===== config.mk =====
export PLATFORM = sky130hd
export DESIGN_NAME = joystick_cursor_integrator
export DESIGN_NICKNAME = d
export VERILOG_FILES = /design/src/hw/rtl/jci_pkg.sv /design/src/hw/rtl/joystick_cursor_integrator.sv /design/src/hw/rtl/jci_div.sv
export SDC_FILE = /design/constraint.sdc
export NUM_CORES = 1
export LEC_CHECK = 0
export BUFFER_PORTS_ARGS = -buffer_cell sky130_fd_sc_hd__buf_2
export CAP_MARGIN = 20
export CORE_MARGIN = 2
export CORE_UTILIZATION = 25
export CTS_CLUSTER_DIAMETER = 100
export DETAILED_ROUTE_END_ITERATION = 7
export GPL_TIMING_DRIVEN = 0
export PLACE_DENSITY = 0.46
export SYNTH_ARGS = -nofsm -noshare
export SYNTH_HDL_FRONTEND = slang
export SYNTH_SLANG_ARGS = --single-unit

===== constraint.sdc =====
create_clock -name clk_i -period 10.65 [get_ports clk_i]
set_clock_uncertainty 0.05 [all_clocks]
set_input_delay 0 -clock clk_i [delete_from_list [all_inputs] [get_ports clk_i]]
set_output_delay 0 -clock clk_i [all_outputs]
set_load 0.01 [all_outputs]

===== src/hw/rtl/jci_pkg.sv =====
package jci_pkg;

  localparam int unsigned FRAC_BITS = 16;

  localparam int unsigned SIZE_W   = 12;
  localparam int unsigned START_W  = 16;
  localparam int unsigned RATE_W   = 16;
  localparam int unsigned CNT16_W  = 16;
  localparam int unsigned MS_W     = 32;
  localparam int unsigned CFG_W    = 16;
  localparam int unsigned CFG_IX_W = 3;

  localparam int unsigned POS_W = SIZE_W + FRAC_BITS;
  localparam int unsigned DIV_N = RATE_W + FRAC_BITS;
  localparam int unsigned DEN_W = CNT16_W + 1;
  localparam int unsigned CNT_W = $clog2(DIV_N + 1);
  localparam int unsigned SUM_W = DIV_N + 2;

  localparam logic signed [RATE_W-1:0] DEAD_LOW  = -16'sd2000;
  localparam logic signed [RATE_W-1:0] DEAD_HIGH = 16'sd2000;
  localparam logic [MS_W-1:0]          LATCH_MS  = 32'd1000;

  localparam logic [CFG_IX_W-1:0] REG_WIDTH   = 3'd0;
  localparam logic [CFG_IX_W-1:0] REG_HEIGHT  = 3'd1;
  localparam logic [CFG_IX_W-1:0] REG_DIVIDER = 3'd2;
  localparam logic [CFG_IX_W-1:0] REG_START_X = 3'd3;
  localparam logic [CFG_IX_W-1:0] REG_START_Y = 3'd4;

  localparam int unsigned PC_W = 4;
  localparam logic [PC_W-1:0] PC_WAIT_IN = 4'd0;
  localparam logic [PC_W-1:0] PC_RATE    = 4'd1;
  localparam logic [PC_W-1:0] PC_RATE_WR = 4'd3;
  localparam logic [PC_W-1:0] PC_LAST    = 4'd11;

  typedef enum logic [2:0] {
    OP_WAIT_IN  = 3'd0,
    OP_DIV_RATE = 3'd1,
    OP_DIV_WAIT = 3'd2,
    OP_RATE_WR  = 3'd3,
    OP_DIV_STEP = 3'd4,
    OP_POS_UPD  = 3'd5,
    OP_FRAME    = 3'd6,
    OP_OUT      = 3'd7
  } op_e;

  typedef struct packed {
    op_e             op;
    logic            axis;
    logic [PC_W-1:0] jmp;
  } ucode_t;

  typedef struct packed {
    logic             start;
    logic [DIV_N-1:0] numer;
    logic [DEN_W-1:0] denom;
    logic [CNT_W-1:0] iters;
  } div_req_t;

  typedef struct packed {
    logic             busy;
    logic [DIV_N-1:0] quot;
  } div_rsp_t;

  function automatic ucode_t prog_rom(input logic [PC_W-1:0] pc);
    ucode_t w;
    w = '{op: OP_WAIT_IN, axis: 1'b0, jmp: PC_WAIT_IN};
    case (pc)
      4'd0:  w = '{op: OP_WAIT_IN,  axis: 1'b0, jmp: PC_WAIT_IN};
      4'd1:  w = '{op: OP_DIV_RATE, axis: 1'b0, jmp: PC_RATE_WR};
      4'd2:  w = '{op: OP_DIV_WAIT, axis: 1'b0, jmp: PC_WAIT_IN};
      4'd3:  w = '{op: OP_RATE_WR,  axis: 1'b0, jmp: PC_WAIT_IN};
      4'd4:  w = '{op: OP_DIV_STEP, axis: 1'b0, jmp: PC_WAIT_IN};
      4'd5:  w = '{op: OP_DIV_WAIT, axis: 1'b0, jmp: PC_WAIT_IN};
      4'd6:  w = '{op: OP_POS_UPD,  axis: 1'b0, jmp: PC_WAIT_IN};
      4'd7:  w = '{op: OP_DIV_STEP, axis: 1'b1, jmp: PC_WAIT_IN};
      4'd8:  w = '{op: OP_DIV_WAIT, axis: 1'b1, jmp: PC_WAIT_IN};
      4'd9:  w = '{op: OP_POS_UPD,  axis: 1'b1, jmp: PC_WAIT_IN};
      4'd10: w = '{op: OP_FRAME,    axis: 1'b0, jmp: PC_WAIT_IN};
      4'd11: w = '{op: OP_OUT,      axis: 1'b0, jmp: PC_WAIT_IN};
      default: w = '{op: OP_WAIT_IN, axis: 1'b0, jmp: PC_WAIT_IN};
    endcase
    return w;
  endfunction

endpackage


===== src/hw/rtl/joystick_cursor_integrator.sv =====
// Two-axis joystick cursor integrator. Each input word is one event; it may set one axis's
// rate from a joystick sample, then moves both cursor coordinates by rate / (fps + 1) and
// returns one output word with the integer cursor position. A small microcode program steps
// a plain datapath and one shared restoring divider that retires one quotient bit per cycle.
// An event runs to completion before the next word is accepted: the divider first forms the
// rate when a rate division is needed, then the step quotient for each axis. The next word
// can be taken in the cycle after the result is loaded, even while that result still waits
// in the output register. Configuration writes are always accepted; start writes load the
// cursor at once, size writes take effect at the next cursor update.
module joystick_cursor_integrator (
  input  logic        clk_i,
  input  logic        rst_ni,
  input  logic        s_tvalid_i,
  output logic        s_tready_o,
  input  logic [47:0] s_tdata_i,   // axis_sample [15:0], now_ms [47:16]
  input  logic [1:0]  s_tuser_i,   // action [0], axis_select [1]
  output logic        m_tvalid_o,
  input  logic        m_tready_i,
  output logic [23:0] m_tdata_o,   // pointer_x [11:0], pointer_y [23:12]
  input  logic        cfg_valid_i,
  output logic        cfg_ready_o,
  input  logic [2:0]  cfg_index_i,
  input  logic [15:0] cfg_data_i
);

  localparam int unsigned F  = jci_pkg::FRAC_BITS;
  localparam int unsigned PW = jci_pkg::POS_W;
  localparam int unsigned SW = jci_pkg::SUM_W;

  jci_pkg::ucode_t   ucode;
  jci_pkg::div_req_t div_req;
  jci_pkg::div_rsp_t div_rsp;

  logic [jci_pkg::PC_W-1:0] pc_q, pc_d;

  logic [jci_pkg::SIZE_W-1:0]  width_q, width_d, height_q, height_d;
  logic [jci_pkg::CNT16_W-1:0] divider_q, divider_d;
  logic [jci_pkg::START_W-1:0] start_x_q, start_x_d, start_y_q, start_y_d;

  logic signed [jci_pkg::RATE_W-1:0] rate_q [2];
  logic signed [jci_pkg::RATE_W-1:0] rate_d [2];
  logic [PW-1:0] pos_q [2];
  logic [PW-1:0] pos_d [2];

  logic [jci_pkg::CNT16_W-1:0] fcnt_q, fcnt_d, fps_q, fps_d;
  logic [jci_pkg::MS_W-1:0]    last_q, last_d;

  logic                              motion_q, motion_d, axis_q, axis_d;
  logic signed [jci_pkg::RATE_W-1:0] sample_q, sample_d;
  logic [jci_pkg::MS_W-1:0]          now_q, now_d;

  logic        m_tvalid_q, m_tvalid_d;
  logic [23:0] m_tdata_q, m_tdata_d;

  logic                              s_acc, outside;
  logic [jci_pkg::RATE_W-1:0]        sample_u, smag, rsel_u, rmag, rquot;
  logic signed [jci_pkg::RATE_W-1:0] rsel;
  logic [jci_pkg::SIZE_W-1:0]        size_sel, load_lim;
  logic [jci_pkg::START_W-1:0]       load_start;
  logic [PW-1:0]                     lim, pos_sel, load_pos;
  logic [SW-1:0]                     sum, q_ext, lim_ext;
  logic [jci_pkg::CNT16_W-1:0]       fcnt_inc;
  logic [jci_pkg::MS_W-1:0]          elapsed;

  assign ucode       = jci_pkg::prog_rom(pc_q);
  assign s_tready_o  = (ucode.op == jci_pkg::OP_WAIT_IN);
  assign s_acc       = s_tvalid_i && s_tready_o;
  assign cfg_ready_o = 1'b1;
  assign m_tvalid_o  = m_tvalid_q;
  assign m_tdata_o   = m_tdata_q;

  always_comb begin
    sample_u = sample_q;
    smag     = sample_q[jci_pkg::RATE_W-1] ? (~sample_u + 16'd1) : sample_u;
    outside  = (sample_q < jci_pkg::DEAD_LOW) || (sample_q > jci_pkg::DEAD_HIGH);
    rquot    = div_rsp.quot[jci_pkg::RATE_W-1:0];

    rsel     = rate_q[ucode.axis];
    rsel_u   = rsel;
    rmag     = rsel[jci_pkg::RATE_W-1] ? (~rsel_u + 16'd1) : rsel_u;

    size_sel = ucode.axis ? height_q : width_q;
    lim      = {size_sel, {F{1'b0}}};
    pos_sel  = pos_q[ucode.axis];
    q_ext    = {2'b00, div_rsp.quot};
    lim_ext  = SW'(lim);
    sum      = rsel[jci_pkg::RATE_W-1] ? (SW'(pos_sel) - q_ext) : (SW'(pos_sel) + q_ext);

    fcnt_inc = (fcnt_q != 16'hFFFF) ? (fcnt_q + 16'd1) : fcnt_q;
    elapsed  = now_q - last_q;

    load_start = (cfg_index_i == jci_pkg::REG_START_Y) ? cfg_data_i : cfg_data_i;
    load_lim   = (cfg_index_i == jci_pkg::REG_START_Y) ? height_q : width_q;
    load_pos   = (load_start < jci_pkg::START_W'(load_lim)) ?
                 {load_start[jci_pkg::SIZE_W-1:0], {F{1'b0}}} : {load_lim, {F{1'b0}}};
  end

  always_comb begin
    pc_d       = pc_q;
    width_d    = width_q;
    height_d   = height_q;
    divider_d  = divider_q;
    start_x_d  = start_x_q;
    start_y_d  = start_y_q;
    rate_d     = rate_q;
    pos_d      = pos_q;
    fcnt_d     = fcnt_q;
    fps_d      = fps_q;
    last_d     = last_q;
    motion_d   = motion_q;
    axis_d     = axis_q;
    sample_d   = sample_q;
    now_d      = now_q;
    m_tvalid_d = m_tvalid_q && !m_tready_i;
    m_tdata_d  = m_tdata_q;
    div_req    = '0;

    case (ucode.op)
      jci_pkg::OP_WAIT_IN: begin
        if (s_acc) begin
          motion_d = s_tuser_i[0];
          axis_d   = s_tuser_i[1];
          sample_d = s_tdata_i[15:0];
          now_d    = s_tdata_i[47:16];
          pc_d     = pc_q + 1'b1;
        end
      end
      jci_pkg::OP_DIV_RATE: begin
        if (motion_q && outside) begin
          div_req.start = 1'b1;
          div_req.numer = {smag, {F{1'b0}}};
          div_req.denom = {1'b0, (divider_q == '0) ? 16'd1 : divider_q};
          div_req.iters = jci_pkg::CNT_W'(jci_pkg::RATE_W);
          pc_d          = pc_q + 1'b1;
        end else begin
          pc_d = ucode.jmp;
        end
      end
      jci_pkg::OP_DIV_WAIT: begin
        if (!div_rsp.busy) begin
          pc_d = pc_q + 1'b1;
        end
      end
      jci_pkg::OP_RATE_WR: begin
        if (motion_q) begin
          if (outside) begin
            rate_d[axis_q] = sample_q[jci_pkg::RATE_W-1] ? (~rquot + 16'd1) : rquot;
          end else begin
            rate_d[axis_q] = '0;
          end
        end
        pc_d = pc_q + 1'b1;
      end
      jci_pkg::OP_DIV_STEP: begin
        div_req.start = 1'b1;
        div_req.numer = {rmag, {F{1'b0}}};
        div_req.denom = {1'b0, fps_q} + 17'd1;
        div_req.iters = jci_pkg::CNT_W'(jci_pkg::DIV_N);
        pc_d          = pc_q + 1'b1;
      end
      jci_pkg::OP_POS_UPD: begin
        if (sum[SW-1]) begin
          pos_d[ucode.axis] = '0;
        end else if (sum > lim_ext) begin
          pos_d[ucode.axis] = lim;
        end else begin
          pos_d[ucode.axis] = sum[PW-1:0];
        end
        pc_d = pc_q + 1'b1;
      end
      jci_pkg::OP_FRAME: begin
        if (elapsed > jci_pkg::LATCH_MS) begin
          last_d = now_q;
          fps_d  = fcnt_inc;
          fcnt_d = '0;
        end else begin
          fcnt_d = fcnt_inc;
        end
        pc_d = pc_q + 1'b1;
      end
      jci_pkg::OP_OUT: begin
        if (!m_tvalid_q || m_tready_i) begin
          m_tvalid_d = 1'b1;
          m_tdata_d  = {pos_q[1][PW-1:F], pos_q[0][PW-1:F]};
          pc_d       = ucode.jmp;
        end
      end
      default: begin
        pc_d = jci_pkg::PC_WAIT_IN;
      end
    endcase

    if (cfg_valid_i && cfg_ready_o) begin
      case (cfg_index_i)
        jci_pkg::REG_WIDTH:   width_d   = cfg_data_i[jci_pkg::SIZE_W-1:0];
        jci_pkg::REG_HEIGHT:  height_d  = cfg_data_i[jci_pkg::SIZE_W-1:0];
        jci_pkg::REG_DIVIDER: divider_d = cfg_data_i;
        jci_pkg::REG_START_X: begin
          start_x_d = cfg_data_i;
          pos_d[0]  = load_pos;
        end
        jci_pkg::REG_START_Y: begin
          start_y_d = cfg_data_i;
          pos_d[1]  = load_pos;
        end
        default: ;
      endcase
    end
  end

  always_ff @(posedge clk_i or negedge rst_ni) begin
    if (!rst_ni) begin
      pc_q       <= jci_pkg::PC_WAIT_IN;
      width_q    <= 12'd480;
      height_q   <= 12'd272;
      divider_q  <= 16'd1;
      start_x_q  <= '0;
      start_y_q  <= '0;
      rate_q[0]  <= '0;
      rate_q[1]  <= '0;
      pos_q[0]   <= '0;
      pos_q[1]   <= '0;
      fcnt_q     <= '0;
      fps_q      <= '0;
      last_q     <= '0;
      m_tvalid_q <= 1'b0;
    end else begin
      pc_q       <= pc_d;
      width_q    <= width_d;
      height_q   <= height_d;
      divider_q  <= divider_d;
      start_x_q  <= start_x_d;
      start_y_q  <= start_y_d;
      rate_q     <= rate_d;
      pos_q      <= pos_d;
      fcnt_q     <= fcnt_d;
      fps_q      <= fps_d;
      last_q     <= last_d;
      m_tvalid_q <= m_tvalid_d;
    end
  end

  always_ff @(posedge clk_i) begin
    motion_q  <= motion_d;
    axis_q    <= axis_d;
    sample_q  <= sample_d;
    now_q     <= now_d;
    m_tdata_q <= m_tdata_d;
  end

  jci_div u_div (
    .clk_i  (clk_i),
    .rst_ni (rst_ni),
    .req_i  (div_req),
    .rsp_o  (div_rsp)
  );

  assert property (@(posedge clk_i) disable iff (!rst_ni) s_tready_o |-> !div_rsp.busy)
    else $error("divider busy while waiting for a new word");

  assert property (@(posedge clk_i) disable iff (!rst_ni)
    (ucode.op == jci_pkg::OP_POS_UPD) |-> !div_rsp.busy)
    else $error("cursor updated before the step quotient was ready");

  assert property (@(posedge clk_i) disable iff (!rst_ni)
    s_tvalid_i && s_tready_o |=> pc_q == jci_pkg::PC_RATE)
    else $error("sequencer did not start the program after accepting a word");

  assert property (@(posedge clk_i) disable iff (!rst_ni) pc_q <= jci_pkg::PC_LAST)
    else $error("sequencer left the program");

endmodule


===== src/hw/rtl/jci_div.sv =====
module jci_div (
  input  logic               clk_i,
  input  logic               rst_ni,
  input  jci_pkg::div_req_t  req_i,
  output jci_pkg::div_rsp_t  rsp_o
);

  logic [jci_pkg::DIV_N-1:0] num_q, num_d;
  logic [jci_pkg::DEN_W-1:0] rem_q, rem_d;
  logic [jci_pkg::DEN_W-1:0] den_q, den_d;
  logic [jci_pkg::CNT_W-1:0] cnt_q, cnt_d;
  logic [jci_pkg::DEN_W:0]   rem_sh;
  logic [jci_pkg::DEN_W:0]   diff;

  always_comb begin
    rem_sh = {rem_q, num_q[jci_pkg::DIV_N-1]};
    diff   = rem_sh - {1'b0, den_q};
    num_d  = num_q;
    rem_d  = rem_q;
    den_d  = den_q;
    cnt_d  = cnt_q;
    if (req_i.start) begin
      num_d = req_i.numer;
      rem_d = '0;
      den_d = req_i.denom;
      cnt_d = req_i.iters;
    end else if (cnt_q != '0) begin
      if (!diff[jci_pkg::DEN_W]) begin
        rem_d = diff[jci_pkg::DEN_W-1:0];
        num_d = {num_q[jci_pkg::DIV_N-2:0], 1'b1};
      end else begin
        rem_d = rem_sh[jci_pkg::DEN_W-1:0];
        num_d = {num_q[jci_pkg::DIV_N-2:0], 1'b0};
      end
      cnt_d = cnt_q - 1'b1;
    end
  end

  always_ff @(posedge clk_i or negedge rst_ni) begin
    if (!rst_ni) begin
      cnt_q <= '0;
    end else begin
      cnt_q <= cnt_d;
    end
  end

  always_ff @(posedge clk_i) begin
    num_q <= num_d;
    rem_q <= rem_d;
    den_q <= den_d;
  end

  assign rsp_o.busy = (cnt_q != '0);
  assign rsp_o.quot = num_q;

endmodule


==> results_dict.tcl, run 1 <==
set metrics [dict create \
    status "completed" \
    min_period_over_period_pct 94.2 \
    vias_per_cell 4.98 \
    critical_path.max_fanout 22 \
    use_met2_pct 27.4 \
    grt-busiest-layer "met2" \
    layout_commonest_cell "nand2_1" \
    antenna_left 0 \
    syn-instance-count 2621 \
    synth_edf_count 123 \
    synth.area.top_cells "dfrtp_1, edfxtp_1, ha_1, nand2_1, o21ai_0" \
    cp.required_ns 11.04 \
    ys.flop_type "dfrtp_1" \
    cp-end-kind "register" \
    vdd_drop_max_uv 152 \
    pin_count 101 \
    grt_pass1_wl_um 126000 \
    cts_root_buf "clkbuf_16" \
    stdcell_area_um2 27600 \
    grt.met1_usage_pct 24.6 \
    routed_wirelength_um 82900 \
    crit_top_cell "ha_1" \
    ys_ff_latch 343 \
    cap_viol_max_count 0 \
    synth_warnings 0 \
    grt-ovfl-total 0 \
    synth_area_per_cell_um2 8.86 \
    dp.cells 3968 \
    port-buffer-count 99 \
    yosysUniqueCellTypes 87 \
    critical_path_class "reg -> reg" \
    hp-class "in -> reg" \
    clock-sinks 343 \
    drt-initial-drc-count 1796 \
    clock_latency_ns 0.61 \
    layout.nets 3061 \
    clkTransAtPathRegs_ns 0.07 \
    cts_setup_buffers 0 \
    floorplan.die.height_um 309 \
    slowest_stage "or4b_1" \
    dpl-instance-area_um2 25400 \
    std_cell_rows 111 \
    max_stage_delay_ns 0.53 \
    clock_power_share_pct 14.0 \
    dieArea_um2 95300 \
    synth_top_area_share_pct 21.1 \
    fill_cells 9901 \
    coreArea_um2 91800 \
    slew_headroom_pct 26.3 \
    cts_tree "yes" \
    p_sw_share_pct 50.6 \
    synth_nets 2841 \
    dr.pass1.iters 8 \
    slew_viol_final 0 \
    fin_cells 4118 \
    holdWs_ns 0.0482 \
    initial_core_util_pct 25.3 \
    die_x_um 309 \
    power.internal_w 0.00508 \
    seq_power_share_pct 22.7 \
    min_period_ns 10.04 \
    h-tree-depth 2 \
    ys_seq_area_share_pct 39.3 \
    dp_hpwl_um 64400 \
    gp_congestion 0.921 \
    tightest_slew_ns 1.10 \
    hold_violations 0 \
    arrival_ns 10.43 \
    cts_inserted_buffers 41 \
    final_cell_mix "nand2_1, dfrtp_1, o21ai_0" \
    power_leakage_nw 11.4 \
    wire_per_inst_um 20.1 \
    rsz0062_at_grt "no" \
    grt_antenna_before_repair 9 \
    synth_top_area_cell "dfrtp_1" \
    vias 20500 \
    layout-drive-gt1-share_pct 10.1 \
    synth_area_um2 23200 \
    start_kind "register" \
    clockBufferDepth 3 \
    async_reset_ff_share_pct 59.2 \
    grt_pass1_vias 20000 \
    setup_violations 0 \
    p_per_area_nw_per_um2 373 \
    synthToLayoutAreaGrowth_pct 18.7 \
    grt.met3_usage_pct 2.10 \
    grt_max_degree 113 \
    grt_use_total_pct 17.3 \
    drc 0 \
    timing.fmax_mhz 99.6 \
    p_comb_share_pct 63.3 \
    switchingPower_w 0.00519 \
]
[metal layers]
metal	vias up	share of wire (%)	routed length (um)
li1	9909	-	-
met4	12	2.7	2210
met5	-	0.076	63
met1	9899	48	39700
met3	114	4.8	4000
met2	562	45	36900
[final timing paths]
| path | from | to | slack [ns] | cells past startpoint |
|---|---|---|---|---|
| worst max-delay path | pc_q[1]$_DFFE_PN0P_ | pos_q[46]$_DFF_PN0_ | 0.61 | 35 |
| worst min-delay path | s_tdata_i[33] | now_q[17]$_DFFE_PP_ | 0.05 | 2 |
| worst max register to register | pc_q[1]$_DFFE_PN0P_ | pos_q[46]$_DFF_PN0_ | 0.61 | 35 |
| worst min register to register | u_div.rem_q[6]$_SDFFE_PP0P_ | u_div.rem_q[6]$_SDFFE_PP0P_ | 0.43 | 2 |
| max in group asynchronous | rst_ni | rate_q[20]$_DFFE_PN0P_ | 8.77 | 5 |
| min in group asynchronous | rst_ni | rate_q[16]$_DFFE_PN0P_ | 0.44 | 3 |
[cells in the mapped netlist (all sizes together), types with 13 or more instances]
master	number
xnor2	89
inv	174
o221ai	18
nor2b	35
dfrtp	196
buf	25
and2	13
o21bai	17
o211ai	14
nand2b	24
ha	142
nor4	23
nand3	120
nor2	184
o21ai	197
a31oi	28
edfxtp	123
o31ai	42
a21oi	177
nand4	27
or3	20
dfxtp	17
nor3	63
clkbuf	98
o21a	24
mux2i	71
and3	24
xor2	33
nand2	308
a22o	13
a21o	29
mux2	70
[layout make-up]
class                   count  area, um^2  share of cell area [%]
clock buffers              54        1120                    4.05
flip-flops and latches    343        9120                    33.1
clock inverters            20         228                   0.826
plain buffers             119         513                    1.86
inverters                 175         657                    2.38
repair buffers            181        1380                    5.02
diodes                      3        7.51                  0.0272
multi-input cells        1980       13000                    47.1
well taps                1243        1560                    5.64
[power groups by stage]
stage | clock, W | sequential [W] | combinational [W]
after floorplan | 0 | 0.00217 | 0.00449
after global placement | 0 | 0.00236 | 0.00636
after detailed placement | 0 | 0.00235 | 0.00636
after CTS | 0.00148 | 0.00233 | 0.00642
after global routing | 0.00153 | 0.00239 | 0.00716
final | 0.00144 | 0.00233 | 0.00650
[kinds of logic after synthesis]
family,Yosys count,share of synthesized area (%)
buf+inv,298,5.03
other cells,1,0.0162
compound gates,681,18.5
mux,141,6.46
fa+ha+maj,146,8.00
xor+xnor,122,4.60
simple gates,889,18.1
flops,343,39.3
[critical path, delay by kind of cell, from the launching register on]
family	cells	cell delay [ns]
AO/OA/AOI/OAI	11	3.30
buffers and inverters	6	1.44
flip-flops	1	0.47
multiplexers	2	0.36
adder cells (fa/ha/maj)	4	0.96
AND/OR/NAND/NOR	12	3.21
[through the flow]
step / util, % / TNS, ns / power [W] / setup slack, ns
global placement: 27.5 / -97.64 / 0.00872 / -1.86
global route: 30.0 / 0 / 0.0111 / 0.0915
detailed placement: 27.7 / -70.38 / 0.00871 / -1.36
floorplan: - / 0 / 0.00666 / 1.82
CTS: 30.0 / 0 / 0.0102 / 0.0326
finish: 30.0 / 0 / 0.0103 / 0.614
[flip-flops by register name (all words and copies together) (netlist names), 12 cells and up]
register	cells
fcnt_q	16
width_q	12
m_tdata_o	24
rate_q	32
u_div.den_q	17
u_div.num_q	32
pos_q	56
now_q	32
divider_q	16
last_q	32
height_q	12
sample_q	16
u_div.rem_q	17
fps_q	16
[timing repair]
item | CTS | global route
hold buffers | 76 | 0
endpoints found under the setup margin | 56 | 56
endpoints found under the hold margin | 205 | 0
gates resized for setup | 10 | 8
(Power assumes the default switching activity.)
==> inputs of run 2 (changes only) <==
- CELL_PAD_IN_SITES_DETAIL_PLACEMENT: default -> 0
- CELL_PAD_IN_SITES_GLOBAL_PLACEMENT: default -> 2
- CORE_ASPECT_RATIO: default -> 1.5
- CORE_UTILIZATION: 25 -> 30
- PLACE_DENSITY: 0.46 -> 0.71
==> run 2 against run 1 <==
  * The run now ends with hold timing left
  * Clock-buffer cell count is 13 higher
  * Design area fell by 1.2%
  * Final cell count down 5.7%
  * Power rose by 0.76%
==> results_dict.tcl, run 2 (synthesis gave the netlist of run 1 again) <==
set metrics [dict create \
    status "complete, but fails checks" \
    violations "hold timing" \
    dp.cells 3734 \
    std_cell_rows 124 \
    clock_latency_ns 0.59 \
    cts_inserted_buffers 42 \
    cap_viol_max_count 0 \
    hp-class "in -> async" \
    top_register "pos_q" \
    layout.nets 3061 \
    reg2reg_from "pc_q[1]$_DFFE_PN0P_" \
    r2r_setup_slack_ns 0.44 \
    tightest_slew_ns 1.15 \
    worstRegToRegCells 35 \
    slew_viol_final 0 \
    power_leakage_nw 11.4 \
    stdcell_area_um2 27200 \
    slew_headroom_pct 21.3 \
    p_per_area_nw_per_um2 380 \
    start_kind "register" \
    regArea_um2 9120 \
    crit_top_cell "ha_1" \
    grt-ovfl-total 0 \
    gp_congestion 0.918 \
    wire_per_inst_um 22.2 \
    largest_reg_flops 56 \
    cp.required_ns 11.10 \
    drt-initial-drc-count 1155 \
    dieArea_um2 79700 \
    clock-sinks 343 \
    cp_top_family "compound AO/OA/AOI/OAI gates" \
    vias 20500 \
    grt_antenna_before_repair 2 \
    cp-end-kind "register" \
    grt_pass1_vias 21300 \
    dp_hpwl_um 68200 \
    pin_count 101 \
    floorplan.die.height_um 345 \
    cts_setup_buffers 0 \
    dpl-instance-area_um2 25100 \
    dr.pass1.iters 6 \
    setup_violations 0 \
    layout_commonest_cell "nand2_1" \
    multiInputGateArea_um2 13000 \
    critical_path.max_fanout 13 \
    r2r_end "pos_q[21]$_DFF_PN0_" \
    clockBufferDepth 3 \
    min_period_ns 10.21 \
    tns_ns 0 \
    cts_root_buf "clkbuf_16" \
    min_period_over_period_pct 95.9 \
    clkTransAtPathRegs_ns 0.06 \
    layout-drive-gt1-share_pct 10.1 \
    grt_pass1_wl_um 129000 \
    port-buffer-count 99 \
    arrival_ns 10.66 \
    coreArea_um2 76500 \
    routed_wirelength_um 86100 \
    die_x_um 231 \
    final_cell_mix "nand2_1, dfrtp_1, o21ai_0" \
    cp_num_buf_inv 6 \
    drc 0 \
    vdd_drop_max_uv 143 \
    initial_core_util_pct 30.3 \
    vias_per_cell 5.27 \
    critical_path_class "reg -> reg" \
    grt_max_degree 110 \
    max_stage_delay_ns 0.59 \
    antenna_left 0 \
    cts_tree "yes" \
    h-tree-depth 2 \
    fill_cells 7893 \
    slowest_stage "or4b_1" \
    synthToLayoutAreaGrowth_pct 17.3 \
    timing.fmax_mhz 97.9 \
    fin_util_pct 35.6 \
    fin_cells 3885 \
    rsz0062_at_grt "no" \
    hold_violations 19 \
    grt_use_total_pct 21.4 \
    holdWs_ns -0.0130 \
]
-- run 2: changes by cell type in the layout (fill, tap and decap cells not counted), moves of 2 or more --
cell,previous run,this run
clkbuf_2,5,3
clkbuf_16,42,47
clkinv_1,4,1
clkbuf_1,99,104
dlygate4sd3_1,76,74
inv_6,2,0
clkbuf_8,2,6
bufinv_16,3,0
clkinv_2,7,9
buf_2,101,103
-- run 2: how the worst max path moves through the flow --
stage,from,endpoint,cells past startpoint
after global routing,pc_q[1]$_DFFE_PN0P_,pos_q[21]$_DFF_PN0_,35
after global placement,pc_q[1]$_DFFE_PN0P_,pos_q[24]$_DFF_PN0_,37
after CTS,pc_q[1]$_DFFE_PN0P_,pos_q[21]$_DFF_PN0_,34
final,pc_q[1]$_DFFE_PN0P_,pos_q[21]$_DFF_PN0_,35
after detailed placement,pc_q[1]$_DFFE_PN0P_,pos_q[21]$_DFF_PN0_,36
after floorplan,pc_q[1]$_DFFE_PN0P_,pos_q[21]$_DFF_PN0_,37
-- run 2: stage by stage --
stage | power (W) | setup WS, ns
global route | 0.0112 | 0.00436
floorplan | 0.00666 | 1.82
detailed placement | 0.00887 | -1.65
global placement | 0.00881 | -1.86
finish | 0.0104 | 0.440
CTS | 0.0104 | 0.0213
-- run 2: repair_timing --
action | in CTS | in global routing
endpoints found under the hold margin | 205 | 0
resized for setup | 8 | 9
endpoints found under the setup margin | 56 | 56
hold buffers | 74 | 0
-- run 2: where the power goes --
part / total (W) / switching (W) / internal [W]
Sequential: 0.00233 / 0.000400 / 0.00192
Combinational: 0.00659 / 0.00425 / 0.00233
Clock: 0.00144 / 0.000595 / 0.000844
Total: 0.0104 / 0.00525 / 0.00510
-- run 2: layout make-up --
class / instances / area share, %
Tap cell: 1008 / 4.63
Sequential cell: 343 / 33.5
Inverter: 175 / 2.41
Buffer: 120 / 1.89
Clock buffer: 67 / 4.81
Clock inverter: 10 / 0.207
Multi-Input combinational cell: 1980 / 47.6
Timing Repair Buffer: 179 / 4.89
Antenna cell: 3 / 0.0276
-- run 2: worst reg2reg max path: cells and delay by family, from the launching register on --
kind | cells | cell delay (ns)
multiplexers | 2 | 0.47
buffers and inverters | 6 | 1.63
AND/OR/NAND/NOR | 12 | 3.28
adder cells (fa/ha/maj) | 4 | 0.92
AO/OA/AOI/OAI | 11 | 3.33
flip-flops | 1 | 0.47
-- run 2: metal layers --
metal,part of all wire [%],global-route usage [%]
met3,3.3,2.41
met1,38,22.6
met4,4.4,9.33
met2,54,42.3
met5,0,0
==> inputs of run 3 (changes only) <==
- PLACE_DENSITY: 0.71 -> 0.7
- SLEW_MARGIN: default -> 20
- SYNTH_HIERARCHICAL: default -> 1
==> run 3 against run 2 <==
  * First-iteration DRC count grew 8.8%
  * Die area grew 2.4%
  * The run now ends clean
  * Non-clock buffer count shrank 4
  * Sequential power is essentially flat
  * Highest routed layer unchanged
  * Synthesized area grew 2.4%
  * Hold slack gained 0.094 ns
  * Final cell count shrank 0.15%
  * Sequential cell count is the same
  * Critical path depth shrank 2
  * Register-to-register slack gained 0.15 ns
  * Combinational power grew 2%
  * Largest cell class unchanged
==> results_dict.tcl, run 3 <==
set metrics [dict create \
    pin_count 101 \
    dp.cells 3726 \
    synthTopCellsByCount "nand2_1, dfrtp_1, inv_1" \
    power.total_w 0.0106 \
    gp_congestion 0.902 \
    synth_top_area_share_pct 20.6 \
    p_per_area_nw_per_um2 378 \
    status "completed" \
    cts_tree "yes" \
    slew_headroom_pct 27.3 \
    grt_antenna_before_repair 0 \
    ys.flop_type "dfrtp_1" \
    synth.most_common_cell "nand2_1" \
    power_leakage_nw 11.8 \
    slowest_stage "o31ai_1" \
    grt-ovfl-total 0 \
    initial_core_util_pct 30.2 \
    drc 0 \
    cap_viol_max_count 0 \
    min_period_over_period_pct 94.5 \
    critical_path.max_fanout 10 \
    max_stage_delay_ns 0.65 \
    std_cell_rows 126 \
    clock-sinks 343 \
    dr.pass1.iters 6 \
    vias_per_cell 5.26 \
    start_kind "register" \
    syn-instance-count 2582 \
    ys_seq_area_share_pct 38.4 \
    wire_per_inst_um 20.8 \
    synth_top_area_cell "dfrtp_1" \
    grt_max_degree 70 \
    setup_slack_ns 0.586 \
    n_antenna_cell 0 \
    hold_violations 0 \
    tightest_slew_ns 1.09 \
    layout_commonest_cell "nand2_1" \
    grt_use_total_pct 19.8 \
    cp.required_ns 11.10 \
    clkTransAtPathRegs_ns 0.06 \
    vias 20400 \
    dp_hpwl_um 63600 \
    cts_root_buf "clkbuf_16" \
    h-tree-depth 2 \
    floorplan.die.height_um 349 \
    r2r_setup_slack_ns 0.59 \
    critical_path_class "reg -> reg" \
    grt_pass1_wl_um 123000 \
    clock_latency_ns 0.57 \
    die_x_um 234 \
    hp-class "in -> reg" \
    synth_warnings 6 \
    slew_viol_final 0 \
    cts_inserted_buffers 41 \
    rsz0062_at_grt "no" \
    synth_area_um2 23800 \
    fill_cells 7992 \
    fin_util_pct 35.5 \
    dpl-instance-area_um2 25700 \
    antenna_left 0 \
    ys_ff_latch 343 \
    drt-initial-drc-count 1257 \
    vdd_drop_max_uv 150 \
    largest_reg_flops 56 \
    layout-drive-gt1-share_pct 11.4 \
    synth_area_per_cell_um2 9.21 \
    dieArea_um2 81600 \
    arrival_ns 10.51 \
    stdcell_area_um2 27900 \
    min_period_ns 10.06 \
    coreArea_um2 78700 \
    cp-end-kind "register" \
    async_reset_ff_share_pct 59.2 \
    timing.fmax_mhz 99.4 \
    synth_edf_count 123 \
    place_ws_ns -1.02 \
    layout.nets 3043 \
    final_cell_mix "nand2_1, dfrtp_1, inv_1" \
    clockBufferDepth 3 \
    routed_wirelength_um 80700 \
    port-buffer-count 99 \
    grt_pass1_vias 20800 \
    setup_violations 0 \
    synth.area.top_cells "dfrtp_1, edfxtp_1, ha_1, nand2_1, mux2_2" \
    top_register "pos_q" \
    synthToLayoutAreaGrowth_pct 17.5 \
    yosysUniqueCellTypes 101 \
    crit_top_cell "ha_1" \
    fin_cells 3879 \
]
run 3: cell count changes after synthesis, sizes merged, moves of 22 or more:
cell,delta
o21ai,-35
nor2,-34
nand3,-41
nor3,-25
a21oi,-22
mux2,+65
run 3: cell families after synthesis:
| group | after synthesis | share of synthesized area (%) |
|---|---|---|
| xor+xnor | 131 | 4.82 |
| fa+ha+maj | 146 | 7.81 |
| compound gates | 642 | 17.6 |
| flops | 343 | 38.4 |
| mux | 217 | 9.91 |
| simple gates | 830 | 16.8 |
| buf+inv | 271 | 4.64 |
| other cells | 2 | 0.0316 |
run 3: area by class of cell:
cell class | instances | area (um^2) | area share, %
Timing Repair Buffer | 181 | 1360 | 4.88
Buffer | 114 | 517 | 1.85
Multi-Input combinational cell | 1987 | 13600 | 48.9
Tap cell | 1024 | 1280 | 4.59
Inverter | 155 | 582 | 2.08
Sequential cell | 343 | 9120 | 32.7
Clock buffer | 53 | 1180 | 4.21
Clock inverter | 22 | 246 | 0.882
run 3: repair_timing:
item	CTS	global route
setup buffers	0	3
gates resized for setup	4	0
hold buffers	77	0
hold endpoints to repair	237	0
setup endpoints to repair	56	53
run 3: per-layer routing:
layer  share of wire [%]  global-route usage (%)
met5                   0                       0
met4                 5.1                    9.29
met3                 3.1                    2.02
met2                  53                    37.4
met1                  39                    21.8
run 3: path summary, 6_finish.rpt:
| kind | endpoint | cells past startpoint | startpoint |
|---|---|---|---|
| hold reg to reg | rate_q[17]$_DFFE_PN0P_ | 2 | rate_q[17]$_DFFE_PN0P_ |
| setup / recovery | pos_q[40]$_DFF_PN0_ | 33 | pc_q[1]$_DFFE_PN0P_ |
| min in group asynchronous | pc_q[2]$_DFFE_PN0P_ | 3 | rst_ni |
| hold / removal | now_q[22]$_DFFE_PP_ | 2 | s_tdata_i[38] |
| setup reg to reg | pos_q[40]$_DFF_PN0_ | 33 | pc_q[1]$_DFFE_PN0P_ |
| max in group asynchronous | height_q[8]$_DFFE_PN1P_ | 5 | rst_ni |
run 3: power breakdown:
group | total [W] | switching [W] | internal [W]
combinational | 0.00675 | 0.00421 | 0.00254
clock | 0.00149 | 0.000610 | 0.000884
sequential | 0.00233 | 0.000393 | 0.00193
run 3: metrics by stage:
stage / hold slack, ns / setup TNS (ns)
6_report: 0.0812 / 0
5_1_grt: 0.0543 / 0
4_1_cts: 0.0308 / 0
3_3_place_gp: 0.126 / -72.44
2_1_floorplan: -0.346 / 0
3_5_place_dp: -0.00942 / -51.63
run 3: critical path, delay by kind of cell, from the launching register on:
kind / cells / cell delay, ns
adder cells (fa/ha/maj): 4 / 0.98
AO/OA/AOI/OAI: 9 / 2.63
flip-flops: 1 / 0.47
AND/OR/NAND/NOR: 12 / 3.17
multiplexers: 1 / 0.24
XOR/XNOR: 1 / 0.20
buffers and inverters: 6 / 2.20
